### src/rtl/gcd_fifo.sv
// Small register queue between the front and back parts.
// No dependencies.
`default_nettype none

module gcd_fifo #(
    parameter int WIDTH = 8,
    parameter int DEPTH = 4
) (
    input  logic             i_clk,
    input  logic             i_rst_n,
    input  logic             i_push,
    input  logic [WIDTH-1:0] i_data,
    output logic             o_full,
    input  logic             i_pop,
    output logic [WIDTH-1:0] o_data,
    output logic             o_empty
);
    localparam int PTR_W = (DEPTH > 1) ? $clog2(DEPTH) : 1;
    localparam int CNT_W = $clog2(DEPTH + 1);

    logic [WIDTH-1:0] r_mem [DEPTH];
    logic [PTR_W-1:0] r_wp, r_rp;
    logic [CNT_W-1:0] r_cnt;
    logic             do_push, do_pop;

    assign o_full  = (r_cnt == CNT_W'(DEPTH));
    assign o_empty = (r_cnt == '0);
    assign o_data  = r_mem[r_rp];
    assign do_push = i_push && !o_full;
    assign do_pop  = i_pop && !o_empty;

    always_ff @(posedge i_clk) begin
        if (do_push) begin
            r_mem[r_wp] <= i_data;
        end
    end

    always_ff @(posedge i_clk) begin
        if (!i_rst_n) begin
            r_wp  <= '0;
            r_rp  <= '0;
            r_cnt <= '0;
        end else begin
            if (do_push) begin
                r_wp <= (r_wp == PTR_W'(DEPTH - 1)) ? '0 : r_wp + 1'b1;
            end
            if (do_pop) begin
                r_rp <= (r_rp == PTR_W'(DEPTH - 1)) ? '0 : r_rp + 1'b1;
            end
            if (do_push && !do_pop) begin
                r_cnt <= r_cnt + 1'b1;
            end else if (do_pop && !do_push) begin
                r_cnt <= r_cnt - 1'b1;
            end
        end
    end

endmodule

`default_nettype wire

### config.mk
export PLATFORM = sky130hd
export DESIGN_NAME = gcd_fifo
export DESIGN_NICKNAME = d
export VERILOG_FILES = /design/src/rtl/gcd_fifo.sv
export SDC_FILE = /design/constraint.sdc
export NUM_CORES = 1
export LEC_CHECK = 0
export ABC_CLOCK_PERIOD_IN_PS = 3670
export BUFFER_PORTS_ARGS = -buffer_cell sky130_fd_sc_hd__buf_2
export CAP_MARGIN = 20
export CORE_ASPECT_RATIO = 1.25
export CORE_MARGIN = 5
export CORE_UTILIZATION = 55
export DETAILED_ROUTE_END_ITERATION = 7
export PLACE_DENSITY = 0.77
export SYNTH_ARGS = -nofsm -noshare
export SYNTH_HDL_FRONTEND = slang
export SYNTH_SLANG_ARGS = --single-unit
### constraint.sdc
create_clock -name i_clk -period 3.67 [get_ports i_clk]
set_input_delay 0.367 -clock i_clk [delete_from_list [all_inputs] [get_ports i_clk]]
set_output_delay 0.367 -clock i_clk [all_outputs]
set_load 0.05 [all_outputs]
# Yosys cells after proc, flatten, opt, wreduce, memory -nomap -nowiden
# Memory sizes are Yosys's and may differ from the RTL's. A register that Yosys moved wholly into a read port is not among the register bits.
# Cells that the tools add are included.
# word_totals
out_inout_bits	10
word_cells	29
register_bits	7
ramBits	32
n_memories	1
# op_classes
eq_ne	3
add_sub_neg	4
n_reduce_logical	10
muxes	8
# memory_table
memory	words	width	rd	rd_ports_with_merged_regs	wr	line	source
r_mem	4	8	1	1	1	21	logic [WIDTH-1:0] r_mem [DEPTH];
# ops
operator	count
$mux W2	4
$mux W3	2
$add A2 B1 Y2 const B	2
$eq A2 B2 Y1 const B	2
$logic_and A1 B1 Y1	4
$logic_not A1 Y1	4
$add A3 B1 Y3 const B	1
$eq A3 B3 Y1 const B	1
$logic_not A3 Y1	1
$sub A3 B1 Y3 const B	1
$mux W1	2
$reduce_bool A2 Y1	1

# Longest topological paths before layout
# logic_depth
depth_word	7
ltp_mapped	9

# Worst setup path before layout
# Ideal clock, no wire load.
# synth_path
kind	register to register
start	reg r_cnt[1]
end	reg r_cnt[2]
t_arrival_ns	2.259
path_slack_ns	1.335
setup_time_ns	0.076
required_ns	3.594
stages_incl_launch_ff	10
synth_period_minus_slack_ns	2.335
cell_sequence	dfxtp_1 -> nor3b_2 -> nor2b_1 -> buf_2 -> ha_1 -> inv_1 -> fa_1 -> xor2_1 -> or3_1 -> a21boi_0
# synth_between
elab_chain_len	6
word_cells_on_any_way	15
cone_classes	2 x add/sub; 1 x eq/ne; 2 x mux; 10 x reduce/logical
# synth_rtl
element	line	source
from (decl)	23	logic [CNT_W-1:0] r_cnt;
from (signal assigned)	51	r_cnt <= r_cnt + 1'b1;
from (signal assigned)	53	r_cnt <= r_cnt - 1'b1;
$eq A3 B3 Y1 *	26	assign o_full = (r_cnt == CNT_W'(DEPTH));
via o_full	13	output logic o_full,
$logic_not A1 Y1 *	29	assign do_push = i_push && !o_full;
$logic_and A1 B1 Y1 *	29	
via do_push	24	logic do_push, do_pop;
$logic_not A1 Y1	52	end else if (do_pop && !do_push) begin
$logic_and A1 B1 Y1	52	
$reduce_bool A2 Y1 (no source line)	-	
# Mark *: on every way through the listed nets, which the timed path passes. The rest lies on a longest branch. The select of a mux whose other input is x is not followed.
# A chain may end at the register's enable or synchronous reset.

# Worst setup path in the final report
# layout_path
start	reg r_cnt[0]
end	reg r_cnt[2]
# layout_between
elab_chain_len	6
word_cells_on_any_way	15
cone_classes	2 x add/sub; 1 x eq/ne; 2 x mux; 10 x reduce/logical
# layout_rtl
element
branches (longest 6 deep; another with $sub A3 B1 Y3)
# Parallel ways; which one is timed is not known. The select of a mux whose other input is x is not followed.

==> results.cfg <==
[place]
port_buffers = 21
place_hpwl_um = 1724
placed_area_um2 = 1763
gp_congestion = 0.6818
post-place-cells = 146

[global_route]
grt-ovfl-total = 0
grtUsageTotal = 0.1346
grt_antenna_before_repair = 0
first_global_vias = 871
grt_max_degree = 13
grt_pass1_wl_um = 4029

[sta]
slew_viol_final = 0
final_hold_viol_count = 0
setup_viol = 0
timing.hold.ws_ns = 0.2368
fin_crit_ns = 2.329
rsz0062_at_grt = false
fmax_ghz = 0.4295
tightest_slew_ns = 0.5546
max_slew_margin = 0.6298
fin_crit_sh = 0.6345
tns_ns = 0
skew_ns = 0.006155

[worst_hold_path]
min_from = i_data[1]
hold_class = input port to flip-flop
hold_depth = 1
whs_endpoint = r_mem[0][1]$_DFFE_PP_

[synth]
syn_area_um2 = 1630
synth_top_area_frac = 0.5894
syn-num-nets = 112
ys_top_cells_by_count = 32 x edfxtp_1, 9 x dfxtp_1, 8 x mux4_2
seq_area_frac_synth = 0.6999
synthCells = 93
synth_edf_count = 32
yosys_register_bits = 41
ys_warn_count = 0
synth_cell_type_count = 23
yosysMostFrequentCell = edfxtp_1
ys_top_cells_by_area = edfxtp_1 59%, dfxtp_1 11%, mux4_2 11%, ha_1 4.6%, and2_1 1.9%
synth_largest_area_cell = edfxtp_1
ys_async_sr_fraction = 0
synthFlopType = edfxtp_1
avgSynthCellArea_um2 = 17.53

[cts]
root_buffer = clkbuf_4
clk_latency_ns = 0.34
cts_buffers = 5
clkTransAtPathRegs_ns = 0.11
cts_tree = done
cts_hold_buf = 0
cts_buffer_depth = 2
clock_sink_count = 41
cts_resized = 0
h-tree-depth = 2
cts_setup_buffers = 0

[routing]
wl_met1_um = 935
wl_met2_um = 1327
drt-vias-per-instance = 5.377
ant_nets = 0
top_layer_used = met4
drt-wirelength-per-cell_um = 15.94
num_vias = 828
route.met3.wl_um = 160
drcViolationCount = 0
drt-initial-drc-count = 19
wirelength_um = 2455
firstDrtPassIters = 3

[run_status]
outcome = finished clean

[worst_setup_path]
r2r-start = r_cnt[0]$_SDFFE_PN0P_
arrival_ns = 2.61
r2r_end = r_cnt[2]$_SDFFE_PN0P_
worstSetupPathType = flip-flop to flip-flop
worstPathRequired_ns = 3.95
rrSetupSlack_ns = 1.34
end_kind = flip-flop
reg2reg_depth = 8
crit_path_start_kind = flip-flop
crit_fanout = 7

[power_and_ir_drop]
finalPower_uw = 1305
p_leak_uw = 0.0006644
max-vdd-ir-drop_mv = 0.5084
powerDensity_nw_per_um2 = 716.4

[final_layout]
antenna_cells = 0
finalInstanceArea_um2 = 1822
areaGrowthSynthToFinish_pct = 11.74
drive_gt1_frac = 0.3051
fin_cells = 154
nets = 136
fillerInstances = 232

[die]
core.rowCount = 22
die_y_um = 70.87
start_util = 0.5641
dieArea_um2 = 4160
dieWidth_um = 58.70
core-area_um2 = 2890
ios = 22

[flow_run]
maxCapViolCount = 0
## state kept, by name, indices dropped and copies added, names as in the netlist, named ones only
name   cells
r_mem     32
r_cnt      3
r_rp       2
r_wp       2
## layer usage
metal / vias up / global-route usage
li1: 399 / -
met4: 0 / 0.05290
met5: - / 0
met1: 405 / 0.1566
met3: 3 / 0.05109
met2: 21 / 0.2224
## cells by family (layout without fill, tap and decap cells)
family                   after synthesis  count (layout)  share of synthesized area
adder cells (fa/ha/maj)                7               7                    0.05833
buffers and inverters                  7              32                    0.01765
flip-flops                            41              41                     0.6999
AND/OR/NAND/NOR                       20              20                    0.06600
AO/OA/AOI/OAI                          5               5                    0.01842
multiplexers                          11              11                     0.1289
XOR/XNOR                               2               2                    0.01075
## worst max-delay path, stage by stage, from the launching register on
cell	delay, ns
dfxtp_1	0.47
nor3b_2	0.08
nor2b_1	0.37
ha_1	0.27
inv_1	0.07
fa_1	0.37
xor2_1	0.16
or3_1	0.31
a21boi_0	0.16
## metrics by stage
stage,util,worst slack [ns]
floorplan,-,1.335
global placement,0.6100,1.472
detailed placement,0.6100,1.346
CTS,0.6303,1.315
global route,0.6303,1.127
finish,0.6303,1.342
## placed cells by master, fill, tap and decap left out
master and count:
edfxtp_1 32, buf_2 21, dfxtp_1 9, mux4_2 8, nand2_1 6, ha_1 6
and2_1 5, clkbuf_4 5, inv_1 3, mux2i_1 3, o21ai_0 3, nor2b_1 2
nor2_1 2, nand3_1 2, clkbuf_1 2, nor3b_2 1, nor3_1 1, o31ai_1 1
xnor2_1 1, xor2_1 1, or3_1 1, a21boi_0 1, fa_1 1, clkbuf_8 1
## layout make-up
class,count,area [µm²],share of cell area
clock buffer,8,58.81,0.03228
sequential,41,1141,0.6264
multi-input combinational,45,460.4,0.2527
tap,36,45.04,0.02473
timing repair buffer,21,105.1,0.05769
inverter,3,11.26,0.006181
## worst max-delay path by stage
stage	startpoint	end	slack (ns)	depth (start not counted)
4_1_cts	r_cnt[0]$_SDFFE_PN0P_	r_cnt[2]$_SDFFE_PN0P_	1.31	8
3_3_place_gp	r_cnt[0]$_SDFFE_PN0P_	r_cnt[2]$_SDFFE_PN0P_	1.47	8
5_1_grt	r_cnt[0]$_SDFFE_PN0P_	r_cnt[2]$_SDFFE_PN0P_	1.13	8
6_report	r_cnt[0]$_SDFFE_PN0P_	r_cnt[2]$_SDFFE_PN0P_	1.34	8
3_5_place_dp	r_cnt[0]$_SDFFE_PN0P_	r_cnt[2]$_SDFFE_PN0P_	1.35	7
2_1_floorplan	r_cnt[1]$_SDFFE_PN0P_	r_cnt[2]$_SDFFE_PN0P_	1.34	9
## power breakdown
part           switching, µW  internal [µW]
Clock                    133           94.6
Combinational            288            157
Sequential              61.5            571
Note: power is estimated with default switching activity, not from simulation.
